File: src/rtl/core/lcfd_pkg.sv
package lcfd_pkg;

	// APB register map: one 32-bit register every four bytes
	localparam int unsigned APB_ADDR_W = 3;
	localparam int unsigned APB_DATA_W = 32;

	// Register index taken from the word address bit
	localparam logic REG_START_MARKER   = 1'b0;
	localparam logic REG_EXPECTED_CHECK = 1'b1;

	// Header and trailer field sizes in bytes
	localparam logic [15:0] FIELD_BYTES = 16'd2;

	// Parser phase, one-hot
	typedef enum logic [4:0] {
		PH_HUNT  = 5'b00001,
		PH_LEN   = 5'b00010,
		PH_COPY  = 5'b00100,
		PH_DATA  = 5'b01000,
		PH_CHECK = 5'b10000
	} phase_t;

	// Configuration seen by the parser
	typedef struct packed {
		logic [7:0]  start_marker;
		logic [15:0] expected_check;
	} cfg_t;

	// One result per received byte
	typedef struct packed {
		logic        payload_valid;
		logic [7:0]  payload_byte;
		logic        payload_last;
		logic        frame_done;
		logic        frame_good;
		logic        header_error;
		logic [15:0] frame_length;
	} res_t;

endpackage

File: src/rtl/core/lcfd_regs.sv
module lcfd_regs (
	input  logic                               clk,
	input  logic                               arst_n,
	input  logic                               psel,
	input  logic                               penable,
	input  logic                               pwrite,
	input  logic [lcfd_pkg::APB_ADDR_W-1:0]    paddr,
	input  logic [lcfd_pkg::APB_DATA_W-1:0]    pwdata,
	output logic [lcfd_pkg::APB_DATA_W-1:0]    prdata,
	output logic                               pready,
	output lcfd_pkg::cfg_t                     cfg
);
	import lcfd_pkg::*;

	logic        wr_en;
	logic        reg_sel;
	logic [7:0]  start_marker_q;
	logic [15:0] expected_check_q;

	assign pready  = 1'b1;
	assign wr_en   = psel & penable & pwrite & pready;
	assign reg_sel = paddr[2];

	// Write a register at the access phase of a write request
	always_ff @(posedge clk or negedge arst_n) begin
		if (!arst_n) begin
			start_marker_q   <= '0;
			expected_check_q <= '0;
		end else if (wr_en) begin
			unique case (reg_sel)
				REG_START_MARKER:   start_marker_q   <= pwdata[7:0];
				REG_EXPECTED_CHECK: expected_check_q <= pwdata[15:0];
				default: ;
			endcase
		end
	end

	// Read back the selected register
	always_comb begin
		prdata = '0;
		unique case (reg_sel)
			REG_START_MARKER:   prdata = {24'd0, start_marker_q};
			REG_EXPECTED_CHECK: prdata = {16'd0, expected_check_q};
			default:            prdata = '0;
		endcase
	end

	assign cfg.start_marker   = start_marker_q;
	assign cfg.expected_check = expected_check_q;

endmodule

File: src/rtl/core/lcfd_parser.sv
module lcfd_parser (
	input  logic           clk,
	input  logic           arst_n,
	input  lcfd_pkg::cfg_t cfg,
	input  logic           advance,
	input  logic [7:0]     rx_byte,
	output lcfd_pkg::res_t res
);
	import lcfd_pkg::*;

	phase_t      phase_q, phase_d;
	logic [15:0] bytes_left_q, bytes_left_d;
	logic [15:0] length_word_q, length_word_d;
	logic [15:0] length_copy_q, length_copy_d;
	logic [15:0] check_word_q, check_word_d;
	logic [15:0] left_dec;
	logic        left_zero;

	assign left_dec  = bytes_left_q - 16'd1;
	assign left_zero = (left_dec == 16'd0);

	// Decode one byte against the current phase
	always_comb begin
		phase_d       = phase_q;
		bytes_left_d  = bytes_left_q;
		length_word_d = length_word_q;
		length_copy_d = length_copy_q;
		check_word_d  = check_word_q;
		res           = '0;
		unique case (phase_q)
			PH_LEN: begin
				length_word_d = {length_word_q[7:0], rx_byte};
				bytes_left_d  = left_dec;
				if (left_zero) begin
					phase_d       = PH_COPY;
					length_copy_d = '0;
					bytes_left_d  = FIELD_BYTES;
				end
			end
			PH_COPY: begin
				length_copy_d = {length_copy_q[7:0], rx_byte};
				bytes_left_d  = left_dec;
				if (left_zero) begin
					if (length_copy_d != length_word_q) begin
						res.header_error = 1'b1;
						phase_d          = PH_HUNT;
					end else if (length_word_q == 16'd0) begin
						phase_d      = PH_CHECK;
						bytes_left_d = FIELD_BYTES;
						check_word_d = '0;
					end else begin
						phase_d      = PH_DATA;
						bytes_left_d = length_word_q;
					end
				end
			end
			PH_DATA: begin
				res.payload_valid = 1'b1;
				res.payload_byte  = rx_byte;
				bytes_left_d      = left_dec;
				if (left_zero) begin
					res.payload_last = 1'b1;
					phase_d          = PH_CHECK;
					bytes_left_d     = FIELD_BYTES;
					check_word_d     = '0;
				end
			end
			PH_CHECK: begin
				check_word_d = {check_word_q[7:0], rx_byte};
				bytes_left_d = left_dec;
				if (left_zero) begin
					res.frame_done = 1'b1;
					res.frame_good = (check_word_d == cfg.expected_check);
					phase_d        = PH_HUNT;
				end
			end
			default: begin
				// Hunt for the start marker
				phase_d = PH_HUNT;
				if (rx_byte == cfg.start_marker) begin
					phase_d       = PH_LEN;
					length_word_d = '0;
					bytes_left_d  = FIELD_BYTES;
				end
			end
		endcase
		res.frame_length = length_word_d;
	end

	// Advance the parser state on each accepted byte
	always_ff @(posedge clk or negedge arst_n) begin
		if (!arst_n) begin
			phase_q       <= PH_HUNT;
			bytes_left_q  <= '0;
			length_word_q <= '0;
			length_copy_q <= '0;
			check_word_q  <= '0;
		end else if (advance) begin
			phase_q       <= phase_d;
			bytes_left_q  <= bytes_left_d;
			length_word_q <= length_word_d;
			length_copy_q <= length_copy_d;
			check_word_q  <= check_word_d;
		end
	end

	a_last_is_payload: assert property (@(posedge clk) disable iff (!arst_n)
		res.payload_last |-> res.payload_valid)
		else $error("payload_last without payload_valid");

	a_good_needs_done: assert property (@(posedge clk) disable iff (!arst_n)
		res.frame_good |-> res.frame_done)
		else $error("frame_good without frame_done");

	a_data_count_live: assert property (@(posedge clk) disable iff (!arst_n)
		phase_q == PH_DATA |-> bytes_left_q != 16'd0)
		else $error("payload phase with no bytes left");

	a_herr_to_hunt: assert property (@(posedge clk) disable iff (!arst_n)
		advance && res.header_error |=> phase_q == PH_HUNT)
		else $error("header error did not return to hunting");

endmodule

File: src/rtl/core/lcfd_skid.sv
module lcfd_skid (
	input  logic           clk,
	input  logic           arst_n,
	input  logic           push,
	input  lcfd_pkg::res_t push_res,
	output logic           space,
	output logic           out_valid,
	input  logic           out_ready,
	output lcfd_pkg::res_t out_res
);
	import lcfd_pkg::*;

	logic main_v_q;
	logic skid_v_q;
	res_t main_q;
	res_t skid_q;
	logic pop;

	assign space     = ~skid_v_q;
	assign out_valid = main_v_q;
	assign out_res   = main_q;
	assign pop       = main_v_q & out_ready;

	// Track occupancy of the output and skid slots
	always_ff @(posedge clk or negedge arst_n) begin
		if (!arst_n) begin
			main_v_q <= 1'b0;
			skid_v_q <= 1'b0;
		end else if (skid_v_q) begin
			if (pop) begin
				skid_v_q <= 1'b0;
			end
		end else if (push) begin
			if (main_v_q && !pop) begin
				skid_v_q <= 1'b1;
			end else begin
				main_v_q <= 1'b1;
			end
		end else if (pop) begin
			main_v_q <= 1'b0;
		end
	end

	// Move result payloads between slots
	always_ff @(posedge clk) begin
		if (skid_v_q) begin
			if (pop) begin
				main_q <= skid_q;
			end
		end else if (push) begin
			if (main_v_q && !pop) begin
				skid_q <= push_res;
			end else begin
				main_q <= push_res;
			end
		end
	end

	a_skid_behind_main: assert property (@(posedge clk) disable iff (!arst_n)
		skid_v_q |-> main_v_q)
		else $error("skid slot filled while output slot empty");

	a_hold_on_stall: assert property (@(posedge clk) disable iff (!arst_n)
		main_v_q && !out_ready |=> main_v_q)
		else $error("stalled result dropped");

	a_no_push_when_full: assert property (@(posedge clk) disable iff (!arst_n)
		skid_v_q |-> !push)
		else $error("request accepted with both slots full");

endmodule

File: src/rtl/core/length_checked_frame_deframer.sv
// Byte-stream deframer for start-marker, length-prefixed frames.
// Input channel (in_valid/in_ready, rx_byte) takes one received byte per
// request. Each byte gives exactly one result on the output channel
// (out_valid/out_ready): payload_valid/payload_byte/payload_last for payload
// bytes, header_error when the length copy mismatches, frame_done/frame_good
// on the second check byte, and frame_length for the current frame.
// The APB port holds start_marker (address 0) and expected_check (address 4);
// pready is always high. Write them only while the block is idle.
// Each result is registered in the output or skid slot when its byte is accepted.
// Throughput: one byte per cycle while in_ready is high, set by the phase update
// between the input and the result register.
// When the receiver stalls, a two-slot output buffer keeps in_ready high for
// one more byte; in_ready then drops until the receiver takes a result.
// Reset clears both registers to zero, returns the parser to hunting and
// empties the output buffer.
module length_checked_frame_deframer (
	input  logic                            clk,
	input  logic                            arst_n,
	input  logic                            psel,
	input  logic                            penable,
	input  logic                            pwrite,
	input  logic [lcfd_pkg::APB_ADDR_W-1:0] paddr,
	input  logic [lcfd_pkg::APB_DATA_W-1:0] pwdata,
	output logic [lcfd_pkg::APB_DATA_W-1:0] prdata,
	output logic                            pready,
	input  logic                            in_valid,
	output logic                            in_ready,
	input  logic [7:0]                      rx_byte,
	output logic                            out_valid,
	input  logic                            out_ready,
	output logic                            payload_valid,
	output logic [7:0]                      payload_byte,
	output logic                            payload_last,
	output logic                            frame_done,
	output logic                            frame_good,
	output logic                            header_error,
	output logic [15:0]                     frame_length
);
	import lcfd_pkg::*;

	cfg_t cfg;
	res_t step_res;
	res_t out_res;
	logic accept;
	logic space;

	assign in_ready = space;
	assign accept   = in_valid & space;

	lcfd_regs u_regs (
		.clk     (clk),
		.arst_n  (arst_n),
		.psel    (psel),
		.penable (penable),
		.pwrite  (pwrite),
		.paddr   (paddr),
		.pwdata  (pwdata),
		.prdata  (prdata),
		.pready  (pready),
		.cfg     (cfg)
	);

	lcfd_parser u_parser (
		.clk     (clk),
		.arst_n  (arst_n),
		.cfg     (cfg),
		.advance (accept),
		.rx_byte (rx_byte),
		.res     (step_res)
	);

	lcfd_skid u_skid (
		.clk       (clk),
		.arst_n    (arst_n),
		.push      (accept),
		.push_res  (step_res),
		.space     (space),
		.out_valid (out_valid),
		.out_ready (out_ready),
		.out_res   (out_res)
	);

	// Drive the result fields
	assign payload_valid = out_res.payload_valid;
	assign payload_byte  = out_res.payload_byte;
	assign payload_last  = out_res.payload_last;
	assign frame_done    = out_res.frame_done;
	assign frame_good    = out_res.frame_good;
	assign header_error  = out_res.header_error;
	assign frame_length  = out_res.frame_length;

endmodule
File: config.mk
export PLATFORM = sky130hd
export DESIGN_NAME = length_checked_frame_deframer
export DESIGN_NICKNAME = d
export VERILOG_FILES = /design/src/rtl/core/lcfd_pkg.sv /design/src/rtl/core/lcfd_regs.sv /design/src/rtl/core/lcfd_parser.sv /design/src/rtl/core/lcfd_skid.sv /design/src/rtl/core/length_checked_frame_deframer.sv
export SDC_FILE = /design/constraint.sdc
export NUM_CORES = 1
export LEC_CHECK = 0
export BUFFER_PORTS_ARGS = -buffer_cell sky130_fd_sc_hd__buf_2
export CAP_MARGIN = 25
export CORE_ASPECT_RATIO = 1.25
export CORE_MARGIN = 2
export CORE_UTILIZATION = 45
export CTS_BUF_LIST = sky130_fd_sc_hd__clkbuf_4
export DETAILED_ROUTE_END_ITERATION = 12
export PLACE_DENSITY = 0.68
export SETUP_SLACK_MARGIN = 0.1
export SLEW_MARGIN = 25
export SYNTH_ARGS = -nofsm -noshare
export SYNTH_HDL_FRONTEND = slang
export SYNTH_HIERARCHICAL = 1
export SYNTH_SLANG_ARGS = --single-unit
export TNS_END_PERCENT = 5
File: constraint.sdc
create_clock -name clk -period 3.3 [get_ports clk]
set_input_delay 0.495 -clock clk [delete_from_list [all_inputs] [get_ports clk]]
set_output_delay 0.495 -clock clk [all_outputs]
set_load 0.005 [all_outputs]
==> reports/qor.yml <==
drt:
  drc: 0
  drt_pre_antenna_iters: 5
  via_per_inst: 5.52
  postRouteAntennaNets: 0
  vias: 4838
  finalWirelength_microns: 16000
  drt_iter0_drc: 354
  avgRoutedWirePerCell_microns: 18.3
timing:
  setup_tns_ps: 0
  rsz0062_at_grt: "true"
  max_slew_margin_pct: 49.2
  final.period_utilization_pct: 94.4
  clock_skew_ps: 15.2
  tightestPinTransition_ps: 761
  finalMaxSlewViolations: 0
  period_needed_ps: 3110
  setup_viol: 0
  hold_violations: 0
  hold_ws_ps: 176
  fmax_mhz: 321
hold_path:
  hold_class: "in2reg"
setup_path:
  setup.worst_path.start_class: "register"
  required_ps: 3730
  critPathKind: "reg2reg"
  critPathMaxFanout: 5
  end_kind: "register"
  r2r_slack_ps: 190
  slowest_stage: "or3b_2"
  critPathBufInv: 1
  critPathArrivalTime_ps: 3540
  critical_path.cell_chain: "inv_1 -> ha_1 -> or3b_2 -> nor4_2 -> xnor2_2 -> o2111ai_2 -> or2_4 -> nor3_1 -> mux2_4"
  crit_family: "simple AND/OR/NAND/NOR gates"
  cpPeakStageDelay_ps: 510
finish:
  layout-drive-gt1-share_pct: 32.9
  area_growth_pct: 11.9
  layout.nets: 703
  most-common-layout-cells: "77 x buf_2, 77 x dfrtp_1, 58 x edfxtp_1"
yosys:
  synth_area_leader_cell: "dfrtp_1"
  synthTopCellsByArea: "dfrtp_1 27%, edfxtp_1 24%, mux2_4 7.8%, mux2_2 4.6%, xor2_1 4.3%"
  synth_cells: 570
  synth-edff-count: 58
  seq_area_frac_synth_pct: 52.3
  synth_seq_cells: 137
  yosysWarnings: 6
  synth_top_area_share_pct: 27.4
  synth.avg_cell_area_sq_um: 12.5
  synthArstFlopShare_pct: 57.7
  ys_types: 68
  netlist_area_sq_um: 7110
  ys.flop_type: "dfrtp_1"
global_routing:
  grt_use_total_pct: 19.8
  grt_pass1_vias: 4707
  grt_overflow_total: 0
  grt_pass1_wl_microns: 25200
  grt_max_degree: 80
  grt_antenna_before_repair: 1
floorplan:
  fp.coreArea_sq_um: 15500
  die_w_microns: 116
  dieArea_sq_um: 16800
  initial_utilization_pct: 45.9
  die_y_microns: 145
  pin_count: 114
  num_rows: 51
clock_tree:
  clk_pin_slew_ps: 120
  htreeDepth: 4
  root_buffer: "clkbuf_4"
  clkSinkCount: 137
  cts_tree: "done"
  numCtsBuffers: 17
  clk_path_buf_depth: 2
  clock_latency_ps: 540
pwr:
  p_per_area_nw_per_um2: 633
  p_leak_nw: 3.53
  ir_drop_mv: 0.376
place:
  dp_hpwl_microns: 11400
  port_buffers: 78
  finalWeightedCongestion: 0.878
run_status:
  status: "finished clean"
job:
  drv_cap: 0
worst paths after layout:
check | startpoint | endpoint | depth (start not counted)
max | u_parser/bytes_left_q[0] | u_skid/out_res[17] | 9
min | pwdata[12] | u_regs/expected_check_q[12] | 2
max reg2reg | u_parser/bytes_left_q[0] | u_skid/out_res[17] | 9
min reg2reg | u_parser/phase_q[0] | u_parser/phase_q[0] | 2
max in group asynchronous | arst_n | u_skid/skid_v_q | 2
min in group asynchronous | arst_n | u_regs/expected_check_q[4] | 2
area by class of cell:
class,instances,area (sq um)
Clock buffer,17,128
Sequential cell,137,3720
Fill cell,1340,7540
Antenna cell,1,2.50
Clock inverter,14,156
Timing Repair Buffer,92,504
Multi-Input combinational cell,382,3110
Tap cell,212,265
Inverter,21,78.8
report_power, final:
| part | total, mW | switching [mW] | leakage, nW | internal, mW |
|---|---|---|---|---|
| logic | 1.51 | 0.790 | 1.77 | 0.722 |
| clock network | 1.12 | 0.604 | 0.156 | 0.513 |
| registers | 2.41 | 0.227 | 1.61 | 2.19 |
| total | 5.04 | 1.62 | 3.53 | 3.42 |
state kept, by name (all words and copies together) (netlist names):
name                     flops
u_parser/length_word_q      16
u_regs/start_marker_q        8
u_skid/out_res              29
u_regs/expected_check_q     16
u_skid/skid_v_q              1
u_parser/phase_q             5
u_skid/skid_q               29
u_parser/length_copy_q       8
u_parser/check_word_q        8
u_skid/out_valid             1
u_parser/bytes_left_q       16
stage by stage:
stage | instances | util, % | total power, mW | setup WS (ps) | cell area [sq um]
after floorplan | 585 | - | 3.49 | 440 | 7170
after global placement | 842 | 49.1 | 3.92 | 198 | 7620
after detailed placement | 842 | 49.1 | 3.96 | 139 | 7620
after CTS | 873 | 51.0 | 5.08 | 119 | 7910
after global routing | 876 | 51.3 | 5.35 | 31.6 | 7960
final | 876 | 51.3 | 5.04 | 186 | 7960
kinds of logic (layout without fill, tap and decap cells):
family	count (synthesis)	count (layout)	synth area share, %
mux	66	66	12.4
buf+inv	66	144	5.52
flops	137	137	52.3
xor+xnor	47	47	5.79
other cells	2	18	0.106
compound gates	114	114	11.8
fa+ha+maj	2	2	0.352
simple gates	136	136	11.7
cells in the mapped netlist, types with 3 or more instances:
master     instances
a31oi_1            3
nand2_1           33
buf_2              3
nor2b_1            4
a32o_1             6
and2_1            14
buf_6              4
nor2_1            13
a22o_1            17
or3_1              7
nand4_1            5
dfrtp_1           78
and3_1             8
nor3_1            12
nor4b_1            3
nor4_1            15
xor2_1            35
buf_4             18
a22oi_1            7
o21ai_0           33
a21o_2             4
xnor2_1           12
clkbuf_1          15
a21o_1             3
mux2_2            29
mux2_4            37
edfxtp_1          58
o2bb2ai_1         12
a21oi_1           12
inv_1             21
metal layers:
| metal | global-route usage (%) | vias up | part of all wire (%) |
|---|---|---|---|
| met4 | 9.02 | 0 | 3.4 |
| met3 | 4.40 | 38 | 4.5 |
| met1 | 25.2 | 2406 | 42 |
| met2 | 32.2 | 162 | 50 |
| li1 | - | 2232 | - |
| met5 | 0 | - | 0 |
timing repair:
item / 4_1_cts / 5_1_grt
endpoints found under the hold margin: 0 / 13
buffers inserted: 0 / 1
setup endpoints to repair: 0 / 34
resized for setup: 0 / 6
hold buffers: 0 / 1
Power figures use the tool's default switching activity.
